===== config.mk =====
export PLATFORM = sky130hd
export DESIGN_NAME = pll_divider_search
export DESIGN_NICKNAME = d
export VERILOG_FILES = /design/src/rtl/core/pds_pkg.sv /design/src/rtl/core/pds_div.sv /design/src/rtl/core/pds_dp.sv /design/src/rtl/core/pds_ctrl.sv /design/src/rtl/core/pll_divider_search.sv
export VERILOG_INCLUDE_DIRS = /design/src /design/src/rtl/core
export SDC_FILE = /design/constraint.sdc
export NUM_CORES = 2
export LEC_CHECK = 0
export BUFFER_PORTS_ARGS = -buffer_cell sky130_fd_sc_hd__clkbuf_2
export CAP_MARGIN = 20
export CORE_ASPECT_RATIO = 1.2
export CORE_MARGIN = 2
export CORE_UTILIZATION = 65
export DETAILED_ROUTE_END_ITERATION = 7
export PLACE_DENSITY = 0.8
export SLEW_MARGIN = 30
export SYNTH_ARGS = -nofsm -noshare
export SYNTH_HDL_FRONTEND = slang
export SYNTH_SLANG_ARGS = --single-unit

===== constraint.sdc =====
create_clock -name clk -period 13.2 [get_ports clk]
set_input_delay 1.32 -clock clk [delete_from_list [all_inputs] [get_ports clk]]
set_output_delay 1.32 -clock clk [all_outputs]
set_load 0.1 [all_outputs]

===== src/rtl/core/pll_divider_search_defines.svh =====
// Assertion macros shared by the divider search RTL.
`ifndef PLL_DIVIDER_SEARCH_DEFINES_SVH
`define PLL_DIVIDER_SEARCH_DEFINES_SVH

// Same-cycle implication, checked out of reset.
`define PDS_ASSERT_NOW(label, ante, cons, msg) \
  label: assert property (@(posedge clk) disable iff (rst) (ante) |-> (cons)) else $error(msg);

// Next-cycle implication, checked out of reset.
`define PDS_ASSERT_NEXT(label, ante, cons, msg) \
  label: assert property (@(posedge clk) disable iff (rst) (ante) |=> (cons)) else $error(msg);

`endif


===== src/rtl/core/pds_pkg.sv =====
// Types, constants and helpers for the PLL divider search.
package pds_pkg;

  localparam int DIV_DW = 40;
  localparam int DIV_RW = 32;
  localparam int DIV_CW = 6;

  localparam logic [31:0] TARGET_FLOOR = 32'd24000000;
  localparam logic [4:0]  I_LAST       = 5'd19;
  localparam logic [4:0]  I_MOD_WRAP   = 5'd16;
  localparam logic [13:0] D_LAST       = 14'd9999;
  localparam logic [19:0] D_SCALE      = 20'd10000;
  localparam logic [24:0] MCLK_RESET   = 25'd12288000;
  localparam logic [24:0] MCLK_MIN     = 25'd10000;

  typedef enum logic [4:0] {
    OP_NONE,
    OP_LOAD,
    OP_TGT,
    OP_BYP_DIV,
    OP_BYP_SET,
    OP_IP_DIV,
    OP_IP_INIT,
    OP_IJ_STEP,
    OP_FU_DIV,
    OP_FU_SET,
    OP_FM_MUL,
    OP_FA_DIV,
    OP_FA_SET,
    OP_FB_DIV,
    OP_FB_SET,
    OP_FC_MUL,
    OP_FD_DIV,
    OP_FD_EVAL,
    OP_NEXT_P
  } op_t;

  typedef enum logic [4:0] {
    S_IDLE, S_TGT, S_BYP, S_BYPW, S_IP, S_IPW, S_IJ,
    S_FU, S_FUW, S_FM, S_FA, S_FAW, S_FB, S_FBW, S_FC, S_FD, S_FDW, S_OUT
  } state_t;

  typedef struct packed {
    op_t op;
  } dp_cmd_t;

  typedef struct packed {
    logic div_done;
    logic tgt_done;
    logic rate_zero;
    logic rem_zero;
    logic int_hit;
    logic j_last;
    logic p_last;
    logic j_ok;
    logic frac_hit;
    logic mclk_small;
  } dp_stat_t;

  function automatic logic [31:0] pds_dist(input logic [31:0] a, input logic [31:0] b);
    return (a > b) ? (a - b) : (b - a);
  endfunction

endpackage


===== src/rtl/core/pds_div.sv =====
// Restoring divider, one quotient bit per cycle.
`include "pll_divider_search_defines.svh"
module pds_div (
  input  logic                       clk,
  input  logic                       rst,
  input  logic                       start,
  input  logic [pds_pkg::DIV_DW-1:0] dividend,
  input  logic [pds_pkg::DIV_RW-1:0] divisor,
  output logic                       done,
  output logic [pds_pkg::DIV_DW-1:0] quotient,
  output logic [pds_pkg::DIV_RW-1:0] remainder
);
  import pds_pkg::*;

  logic              busy;
  logic [DIV_CW-1:0] cnt;
  logic [DIV_RW-1:0] dvs;
  logic [DIV_RW:0]   shifted;
  logic              fits;

  assign shifted = {remainder, quotient[DIV_DW-1]};
  assign fits    = shifted >= {1'b0, dvs};

  always_ff @(posedge clk) begin
    if (rst) begin
      busy <= 1'b0;
      done <= 1'b0;
      cnt  <= '0;
    end else begin
      done <= 1'b0;
      if (start) begin
        busy <= 1'b1;
        cnt  <= '0;
      end else if (busy) begin
        cnt <= cnt + 1'b1;
        if (cnt == DIV_CW'(DIV_DW - 1)) begin
          busy <= 1'b0;
          done <= 1'b1;
        end
      end
    end
  end

  always_ff @(posedge clk) begin
    if (start) begin
      quotient  <= dividend;
      remainder <= '0;
      dvs       <= divisor;
    end else if (busy) begin
      if (fits) begin
        remainder <= DIV_RW'(shifted - {1'b0, dvs});
        quotient  <= {quotient[DIV_DW-2:0], 1'b1};
      end else begin
        remainder <= shifted[DIV_RW-1:0];
        quotient  <= {quotient[DIV_DW-2:0], 1'b0};
      end
    end
  end

  `PDS_ASSERT_NOW(a_no_restart, start, !busy, "divider started while busy")
  `PDS_ASSERT_NEXT(a_done_pulse, done, !done, "divider done held over two cycles")
  `PDS_ASSERT_NOW(a_done_idle, done, !busy, "divider done while still busy")

endmodule


===== src/rtl/core/pds_dp.sv =====
// Datapath: target search, candidate arithmetic and best-candidate registers.
module pds_dp #(
  parameter int P_MAX = 64,
  parameter int J_MAX = 63
) (
  input  logic              clk,
  input  logic              rst,
  input  logic              cfg_wen,
  input  logic [24:0]       master_clock_hz,
  input  logic [17:0]       sample_rate_hz,
  input  pds_pkg::dp_cmd_t  cmd,
  output pds_pkg::dp_stat_t stat,
  output logic              pll_bypassed,
  output logic [7:0]        n_divide,
  output logic [5:0]        p_divide,
  output logic [5:0]        j_multiply,
  output logic [13:0]       d_fraction,
  output logic [6:0]        modulator_divide,
  output logic              divider_too_high
);
  import pds_pkg::*;

  logic [24:0] mclk;
  logic [17:0] rate;
  logic [31:0] target;
  logic [4:0]  i;
  logic [6:0]  p;
  logic [5:0]  j;
  logic [24:0] q0;
  logic [6:0]  r0;
  logic [31:0] cq;
  logic [6:0]  cr;
  logic [31:0] best_dist;
  logic [6:0]  bp;
  logic [5:0]  bj;
  logic [13:0] bd;
  logic        bypass;
  logic [7:0]  n;
  logic [11:0] unit;
  logic [38:0] prod;
  logic [24:0] rr;
  logic [5:0]  jf;
  logic [13:0] df;
  logic [19:0] jd;
  logic [31:0] prod2;

  logic              div_start;
  logic [DIV_DW-1:0] div_dvd;
  logic [DIV_RW-1:0] div_dvs;
  logic              div_done;
  logic [DIV_DW-1:0] div_quo;
  logic [DIV_RW-1:0] div_rem;

  logic [31:0] rate_step;
  logic [7:0]  cr_sum;
  logic [31:0] int_dist;
  logic [31:0] frac_dist;
  logic [13:0] d_sat;

  assign rate_step = {5'b0, rate, 9'b0};
  assign cr_sum    = {1'b0, cr} + {1'b0, r0};
  assign int_dist  = pds_dist(target, cq);
  assign frac_dist = pds_dist(target, div_quo[31:0]);
  assign d_sat     = (div_quo > DIV_DW'(D_LAST)) ? D_LAST : div_quo[13:0];

  always_comb begin
    div_start = 1'b0;
    div_dvd   = '0;
    div_dvs   = '0;
    unique case (cmd.op)
      OP_BYP_DIV: begin
        div_start = 1'b1;
        div_dvd   = DIV_DW'(mclk);
        div_dvs   = target;
      end
      OP_IP_DIV, OP_FD_DIV: begin
        div_start = 1'b1;
        div_dvd   = (cmd.op == OP_IP_DIV) ? DIV_DW'(mclk) : DIV_DW'(prod2);
        div_dvs   = DIV_RW'(p);
      end
      OP_FU_DIV: begin
        div_start = 1'b1;
        div_dvd   = DIV_DW'(mclk);
        div_dvs   = DIV_RW'(D_SCALE);
      end
      OP_FA_DIV: begin
        div_start = 1'b1;
        div_dvd   = DIV_DW'(prod);
        div_dvs   = DIV_RW'(mclk);
      end
      OP_FB_DIV: begin
        div_start = 1'b1;
        div_dvd   = DIV_DW'(rr);
        div_dvs   = DIV_RW'(unit);
      end
      default: begin
        div_start = 1'b0;
      end
    endcase
  end

  pds_div u_div (
    .clk       (clk),
    .rst       (rst),
    .start     (div_start),
    .dividend  (div_dvd),
    .divisor   (div_dvs),
    .done      (div_done),
    .quotient  (div_quo),
    .remainder (div_rem)
  );

  always_ff @(posedge clk) begin
    if (rst) begin
      mclk <= MCLK_RESET;
    end else if (cfg_wen) begin
      mclk <= master_clock_hz;
    end
  end

  always_ff @(posedge clk) begin
    unique case (cmd.op)
      OP_LOAD: begin
        rate   <= sample_rate_hz;
        target <= {5'b0, sample_rate_hz, 9'b0};
        i      <= 5'd1;
        p      <= 7'd1;
        bp     <= 7'd1;
        bj     <= 6'd1;
        bd     <= '0;
        bypass <= 1'b0;
        n      <= 8'd1;
      end
      OP_TGT: begin
        target <= target + rate_step;
        i      <= i + 1'b1;
      end
      OP_BYP_DIV: begin
        best_dist <= target;
      end
      OP_BYP_SET: begin
        bypass <= 1'b1;
        n      <= (div_quo > DIV_DW'(255)) ? 8'd255 : div_quo[7:0];
      end
      OP_IP_INIT: begin
        q0 <= div_quo[24:0];
        r0 <= div_rem[6:0];
        cq <= {7'b0, div_quo[24:0]};
        cr <= div_rem[6:0];
        j  <= 6'd1;
      end
      OP_IJ_STEP: begin
        if (int_dist < best_dist) begin
          best_dist <= int_dist;
          bp        <= p;
          bj        <= j;
        end
        j <= j + 1'b1;
        if (cr_sum >= {1'b0, p}) begin
          cr <= 7'(cr_sum - {1'b0, p});
          cq <= cq + {7'b0, q0} + 32'd1;
        end else begin
          cr <= cr_sum[6:0];
          cq <= cq + {7'b0, q0};
        end
        if (stat.j_last) begin
          p <= p + 1'b1;
        end
      end
      OP_FU_SET: begin
        unit <= div_quo[11:0];
        p    <= 7'd1;
      end
      OP_FM_MUL: begin
        prod <= 39'(target) * 39'(p);
      end
      OP_FA_SET: begin
        rr <= div_rem[24:0];
        jf <= div_quo[5:0];
      end
      OP_FB_SET: begin
        df <= d_sat;
        jd <= 20'(jf) * D_SCALE + 20'(d_sat);
      end
      OP_FC_MUL: begin
        prod2 <= 32'(unit) * 32'(jd);
      end
      OP_FD_EVAL: begin
        if (frac_dist < best_dist) begin
          best_dist <= frac_dist;
          bp        <= p;
          bj        <= jf;
          bd        <= df;
        end
        p <= p + 1'b1;
      end
      OP_NEXT_P: begin
        p <= p + 1'b1;
      end
      default: begin
        p <= p;
      end
    endcase
  end

  assign stat.div_done   = div_done;
  assign stat.tgt_done   = (target > TARGET_FLOOR) || (i == I_LAST);
  assign stat.rate_zero  = (rate == '0);
  assign stat.rem_zero   = (div_rem == '0);
  assign stat.int_hit    = (cq == target);
  assign stat.j_last     = (j == 6'(J_MAX));
  assign stat.p_last     = (p == 7'(P_MAX));
  assign stat.j_ok       = (div_quo != '0) && (div_quo <= DIV_DW'(J_MAX));
  assign stat.frac_hit   = (div_quo == DIV_DW'(target));
  assign stat.mclk_small = (mclk < MCLK_MIN);

  assign pll_bypassed     = !stat.rate_zero && bypass;
  assign n_divide         = stat.rate_zero ? 8'd0 : n;
  assign p_divide         = stat.rate_zero ? 6'd0 : bp[5:0];
  assign j_multiply       = stat.rate_zero ? 6'd0 : bj;
  assign d_fraction       = stat.rate_zero ? 14'd0 : bd;
  assign modulator_divide = (stat.rate_zero || i >= I_MOD_WRAP) ? 7'd0 : {i[3:0], 3'b000};
  assign divider_too_high = !stat.rate_zero && (i > I_MOD_WRAP);

endmodule


===== src/rtl/core/pds_ctrl.sv =====
// Controller: sequences target search, bypass check, integer and fractional passes.
`include "pll_divider_search_defines.svh"
module pds_ctrl (
  input  logic              clk,
  input  logic              rst,
  input  logic              in_valid,
  output logic              in_ready,
  output logic              out_valid,
  input  logic              out_ready,
  input  pds_pkg::dp_stat_t stat,
  output pds_pkg::dp_cmd_t  cmd
);
  import pds_pkg::*;

  state_t state;
  state_t state_next;

  always_ff @(posedge clk) begin
    if (rst) begin
      state <= S_IDLE;
    end else begin
      state <= state_next;
    end
  end

  always_comb begin
    state_next = state;
    cmd.op     = OP_NONE;
    in_ready   = 1'b0;
    out_valid  = 1'b0;
    unique case (state)
      S_IDLE: begin
        in_ready = 1'b1;
        if (in_valid) begin
          cmd.op     = OP_LOAD;
          state_next = S_TGT;
        end
      end
      S_TGT: begin
        if (stat.tgt_done) begin
          state_next = stat.rate_zero ? S_OUT : S_BYP;
        end else begin
          cmd.op = OP_TGT;
        end
      end
      S_BYP: begin
        cmd.op     = OP_BYP_DIV;
        state_next = S_BYPW;
      end
      S_BYPW: begin
        if (stat.div_done) begin
          if (stat.rem_zero) begin
            cmd.op     = OP_BYP_SET;
            state_next = S_OUT;
          end else begin
            state_next = S_IP;
          end
        end
      end
      S_IP: begin
        cmd.op     = OP_IP_DIV;
        state_next = S_IPW;
      end
      S_IPW: begin
        if (stat.div_done) begin
          cmd.op     = OP_IP_INIT;
          state_next = S_IJ;
        end
      end
      S_IJ: begin
        cmd.op = OP_IJ_STEP;
        priority if (stat.int_hit) begin
          state_next = S_OUT;
        end else if (stat.j_last) begin
          state_next = stat.p_last ? S_FU : S_IP;
        end
      end
      S_FU: begin
        if (stat.mclk_small) begin
          state_next = S_OUT;
        end else begin
          cmd.op     = OP_FU_DIV;
          state_next = S_FUW;
        end
      end
      S_FUW: begin
        if (stat.div_done) begin
          cmd.op     = OP_FU_SET;
          state_next = S_FM;
        end
      end
      S_FM: begin
        cmd.op     = OP_FM_MUL;
        state_next = S_FA;
      end
      S_FA: begin
        cmd.op     = OP_FA_DIV;
        state_next = S_FAW;
      end
      S_FAW: begin
        if (stat.div_done) begin
          if (stat.j_ok) begin
            cmd.op     = OP_FA_SET;
            state_next = S_FB;
          end else begin
            cmd.op     = OP_NEXT_P;
            state_next = stat.p_last ? S_OUT : S_FM;
          end
        end
      end
      S_FB: begin
        cmd.op     = OP_FB_DIV;
        state_next = S_FBW;
      end
      S_FBW: begin
        if (stat.div_done) begin
          cmd.op     = OP_FB_SET;
          state_next = S_FC;
        end
      end
      S_FC: begin
        cmd.op     = OP_FC_MUL;
        state_next = S_FD;
      end
      S_FD: begin
        cmd.op     = OP_FD_DIV;
        state_next = S_FDW;
      end
      S_FDW: begin
        if (stat.div_done) begin
          cmd.op     = OP_FD_EVAL;
          state_next = (stat.frac_hit || stat.p_last) ? S_OUT : S_FM;
        end
      end
      S_OUT: begin
        out_valid = 1'b1;
        if (out_ready) begin
          state_next = S_IDLE;
        end
      end
      default: begin
        state_next = S_IDLE;
      end
    endcase
  end

  `PDS_ASSERT_NEXT(a_one_in_flight, in_valid && in_ready, !in_ready, "second beat taken in flight")
  `PDS_ASSERT_NOW(a_out_blocks_in, out_valid, !in_ready, "input open while result pending")

endmodule


===== src/rtl/core/pll_divider_search.sv =====
// Top level of the PLL divider search: controller, datapath and config register.
// One request at a time. A request runs the target clock search and the bypass check,
// then an integer pass (per P value, one divide plus one step per J) and a fractional
// pass (per P value, three divides), ending early on an exact match or in bypass.
// All divides share the single bit-serial divider.
module pll_divider_search #(
  parameter int P_MAX = 64,
  parameter int J_MAX = 63
) (
  input  logic        clk,
  input  logic        rst,
  input  logic        cfg_wen,
  input  logic [24:0] master_clock_hz,
  input  logic        in_valid,
  output logic        in_ready,
  input  logic [17:0] sample_rate_hz,
  output logic        out_valid,
  input  logic        out_ready,
  output logic        pll_bypassed,
  output logic [7:0]  n_divide,
  output logic [5:0]  p_divide,
  output logic [5:0]  j_multiply,
  output logic [13:0] d_fraction,
  output logic [6:0]  modulator_divide,
  output logic        divider_too_high
);
  import pds_pkg::*;

  dp_cmd_t  cmd;
  dp_stat_t stat;

  pds_ctrl u_ctrl (
    .clk       (clk),
    .rst       (rst),
    .in_valid  (in_valid),
    .in_ready  (in_ready),
    .out_valid (out_valid),
    .out_ready (out_ready),
    .stat      (stat),
    .cmd       (cmd)
  );

  pds_dp #(
    .P_MAX (P_MAX),
    .J_MAX (J_MAX)
  ) u_dp (
    .clk              (clk),
    .rst              (rst),
    .cfg_wen          (cfg_wen),
    .master_clock_hz  (master_clock_hz),
    .sample_rate_hz   (sample_rate_hz),
    .cmd              (cmd),
    .stat             (stat),
    .pll_bypassed     (pll_bypassed),
    .n_divide         (n_divide),
    .p_divide         (p_divide),
    .j_multiply       (j_multiply),
    .d_fraction       (d_fraction),
    .modulator_divide (modulator_divide),
    .divider_too_high (divider_too_high)
  );

endmodule


==> results.md <==
* P_leak at 20.9 nW
* GR Util All Layers at 41.7%
* First-pass GRT wire length at about 220 mm
* 1st-iter DRT viols at 3997
* Hold Path Class: flip-flop to flip-flop
* Failing checks: design-rule violations
* CP Max Fanout at between 40 and 50
* Critical Path RT at approximately 14 ns
* CP delay by family, top: compound AO/OA/AOI/OAI gates
* Rel. slew slack at between 30% and 40%
* CTS root buf: clkbuf_16
* Worst-path clk slew at 0.06 ns
* WL per Instance at 25.2 um
* Cell with the most instances on the worst path: a21oi_1
* Max VDD drop at 0.394 mV
* Setup TNS at 0 ns
* Cell count after synthesis at 4688
* Port Buffers at about 90
* Synth Flop Type: edfxtp_1
* Syn Area/Cell at 9.32 um^2
* Final Core Density at 69.9%
* Final setup fails at 0
* Cell taking the most area after synthesis: edfxtp_1
* Synthesized area at roughly 44000 um^2
* Fill cell count at between 5000 and 6000
* Die extent in y at roughly 290 um
* Unrepaired setup endpoints after global routing: false
* Post-detail-place hpwl at roughly 110 mm
* Cts hold-fix bufs at 0
* Post-synth ARST share at 0%
* Yosys top cell area share at between 20 and 30%
* Dpl cell area at roughly 45000 um^2
* Synth-to-Final Area Change at 6.83%
* Cell Count, Final, Fillers Out at ~5600
* Final WL at around 140 mm
* CTS tree: yes
* Post-CTS setup buffers at 0
* # DRC at 4
* Total of max-cap violations at 0
* WS Path Type: flip-flop to flip-flop
* Critical path endpoint category: flip-flop
* Vias in the first global route at about 36000
* Synth warnings at 0
* Worst-path cell chain: ha_1, nor3b_1, nand4_1, a21oi_1, nand2_1, a21boi_4, buf_4, mux2_2, a31oi_1, o21ai_1, a21oi_1, xnor2_1, ha_1, a21o_1, a21oi_1, o21ai_0, a211oi_1, o211ai_1, o221ai_1, o21ai_0, a21oi_4, buf_16
* Layout cells sized above 1 at under 10%
* DR pass1 iterations at 8
* Fin. max-slew vios at 0
* Number of synthesized flops with an enable pin at around 400
* Clock buffer depth at 3
* Post-layout nets at 5428
* Die area at slightly below 70000 um^2
* Fmax at 141 MHz
* FP Rows at 104
* CP Launch Type: flip-flop
* Power Dens Cells at ~280 nW/um^2
* Core area at about 67000 um^2
* Num CTS Buffers at just over 50
* Initial Util at between 60% and 70%
* Final hold violation count at 0
* Sequential fraction of the synthesis area at 31.0%
* Crit-path slowest cell: edfxtp_1
* Critical path arrival at approximately 7.4 ns
* Cell total after placement at approximately 5500
* Final period util at 53.8%
* Initial antenna violation count at 5
* Ports at 93
* Htree depth at 2
* CP peak stage delay at around 0.6 ns
* Via count at between 30000 and 40000
* Worst path bufs/invs at 2
* Final ANT Viol Nets at 0
* Yosys reg bits at between 400 and 500
* Worst-skew pair later-pin latency at around 0.65 ns
* Outcome: complete, but fails checks
* Worst-Margin Slew at 1.05 ns
* Fin area at roughly 47000 um^2
* Die X at ~240 um
* CTS Sinks at 474
* Total congestion overflow at 0
* Largest net degree at the start of global routing at 70
* Crit path time final at 7.10 ns
* Routability cong. at 1.05
* Ranking of synthesized cells by area: edfxtp_1 (28%), fa_1 (14%), ha_1 (12%)
* Post_cts resized at 0
* Layout Skew at roughly 0.045 ns
* Via/cell ratio at approximately 6.5
* Yosys cell types at 92
layout make-up:
type / instances / area [um^2] / share of cell area [%]
tap: 901 / 1130 / 2.42
multi-input combinational: 3442 / 27300 / 58.5
clock inverter: 36 / 343 / 0.735
inverter: 568 / 2130 / 4.57
antenna: 3 / 7.51 / 0.0161
sequential: 474 / 13500 / 29.0
clock buffer: 59 / 1330 / 2.84
timing repair buffer: 144 / 886 / 1.90
state kept, by name, summed over array words and instances (netlist names), 8 cells and up:
name,cells
u_dp.cq,32
u_dp.prod2,32
u_dp.mclk,25
u_dp.jd,20
u_dp.u_div.dvs,32
u_dp.n,8
u_dp.prod,30
u_dp.bd,14
u_dp.u_div.quotient,40
u_dp.q0,25
u_dp.rate,18
u_dp.target,23
u_dp.u_div.remainder,32
u_dp.unit,12
u_dp.df,10
u_dp.best_dist,32
u_dp.rr,25
power by group:
group	leakage [nW]	internal [mW]	switching, mW
Sequential	4.27	2.33	0.428
Clock	0.793	0.776	0.683
Combinational	15.8	3.47	5.45
Total	20.9	6.58	6.56
cell usage after synthesis, types with 9 or more instances:
cell and count:
nand4_1 41, mux2i_1 48, edfxtp_1 404, a211o_1 18, nor2_1 286, o21ai_0 197, inv_1 563, a221oi_1 11
o2111ai_1 9, and3_1 50, a211oi_1 48, o21bai_1 34, buf_2 17, a222oi_1 23, or2_2 10, clkbuf_1 175
nand2_1 546, buf_1 11, nand2b_1 39, nor3b_1 13, o21a_1 30, nand3_1 89, o211ai_1 23, nor3_1 72
dfxtp_1 70, xor2_1 83, o31ai_1 14, a22o_1 20, nor2b_1 74, fa_1 297, a221o_1 16, and4_1 12
or3_1 9, nor4_1 32, a21oi_1 268, and2_1 122, a21o_1 125, a31oi_1 30, ha_1 402, a22oi_1 56
xnor2_1 155, a2111oi_0 12
path summary, 6_finish.rpt:
check	start	to	slack, ns	depth (start not counted)
worst max-delay path	u_dp.target[9]	u_dp.best_dist[6]	6.10	22
worst min-delay path	u_dp.prod[36]	u_dp.u_div.quotient[36]	0.52	1
worst max register to register	u_dp.target[9]	u_dp.best_dist[6]	6.10	22
worst min register to register	u_dp.prod[36]	u_dp.u_div.quotient[36]	0.52	1
kinds of logic after synthesis:
logic type      after synthesis  synth area share (%)
fa+ha+maj                   699                  25.1
compound gates             1024                  15.6
other cells                   1               0.00858
mux                          56                  1.33
simple gates               1418                  15.4
xor+xnor                    238                  4.77
flops                       474                  31.0
buf+inv                     778                  6.81
routing by layer:
layer,global-route usage (%),share of wire [%],vias to the layer above
met5,0,0.032,-
met4,32.1,9.7,6
met3,9.22,10,631
met2,66.3,45,2136
met1,49.4,35,17700
li1,-,-,16200
metrics by stage:
step	power (mW)	hold WS [ns]	setup slack (ns)
2_1_floorplan	9.07	0.439	6.19
3_3_place_gp	11.2	0.502	6.26
3_5_place_dp	11.4	0.509	6.15
4_1_cts	12.9	0.518	6.11
5_1_grt	14.1	0.548	5.79
6_report	13.1	0.520	6.10
cell usage in the layout (no fill, tap or decap), types with 12 or more instances in the layout:
cell type	Yosys	routed
a22o_1	20	20
mux2i_1	48	48
o211ai_1	23	23
and3_1	50	50
and4_1	12	12
o21a_1	30	30
nor2b_1	74	74
a22oi_1	56	56
nand2_1	546	542
ha_1	402	402
a211oi_1	48	48
nor4_1	32	30
o31ai_1	14	14
a2111oi_0	12	12
o21ai_0	197	196
inv_1	563	562
a222oi_1	23	23
nand3_1	89	89
xor2_1	83	83
buf_4	3	53
clkbuf_16	0	51
o21bai_1	34	34
clkbuf_2	1	89
nor3b_1	13	13
a221o_1	16	16
nor2_1	286	279
a31oi_1	30	30
a211o_1	18	18
a21oi_1	268	264
nand4_1	41	41
dfxtp_1	70	69
fa_1	297	297
a21o_1	125	125
nand2b_1	39	38
nor3_1	72	71
and2_1	122	122
edfxtp_1	404	404
xnor2_1	155	155
(Power assumes the default switching activity.)
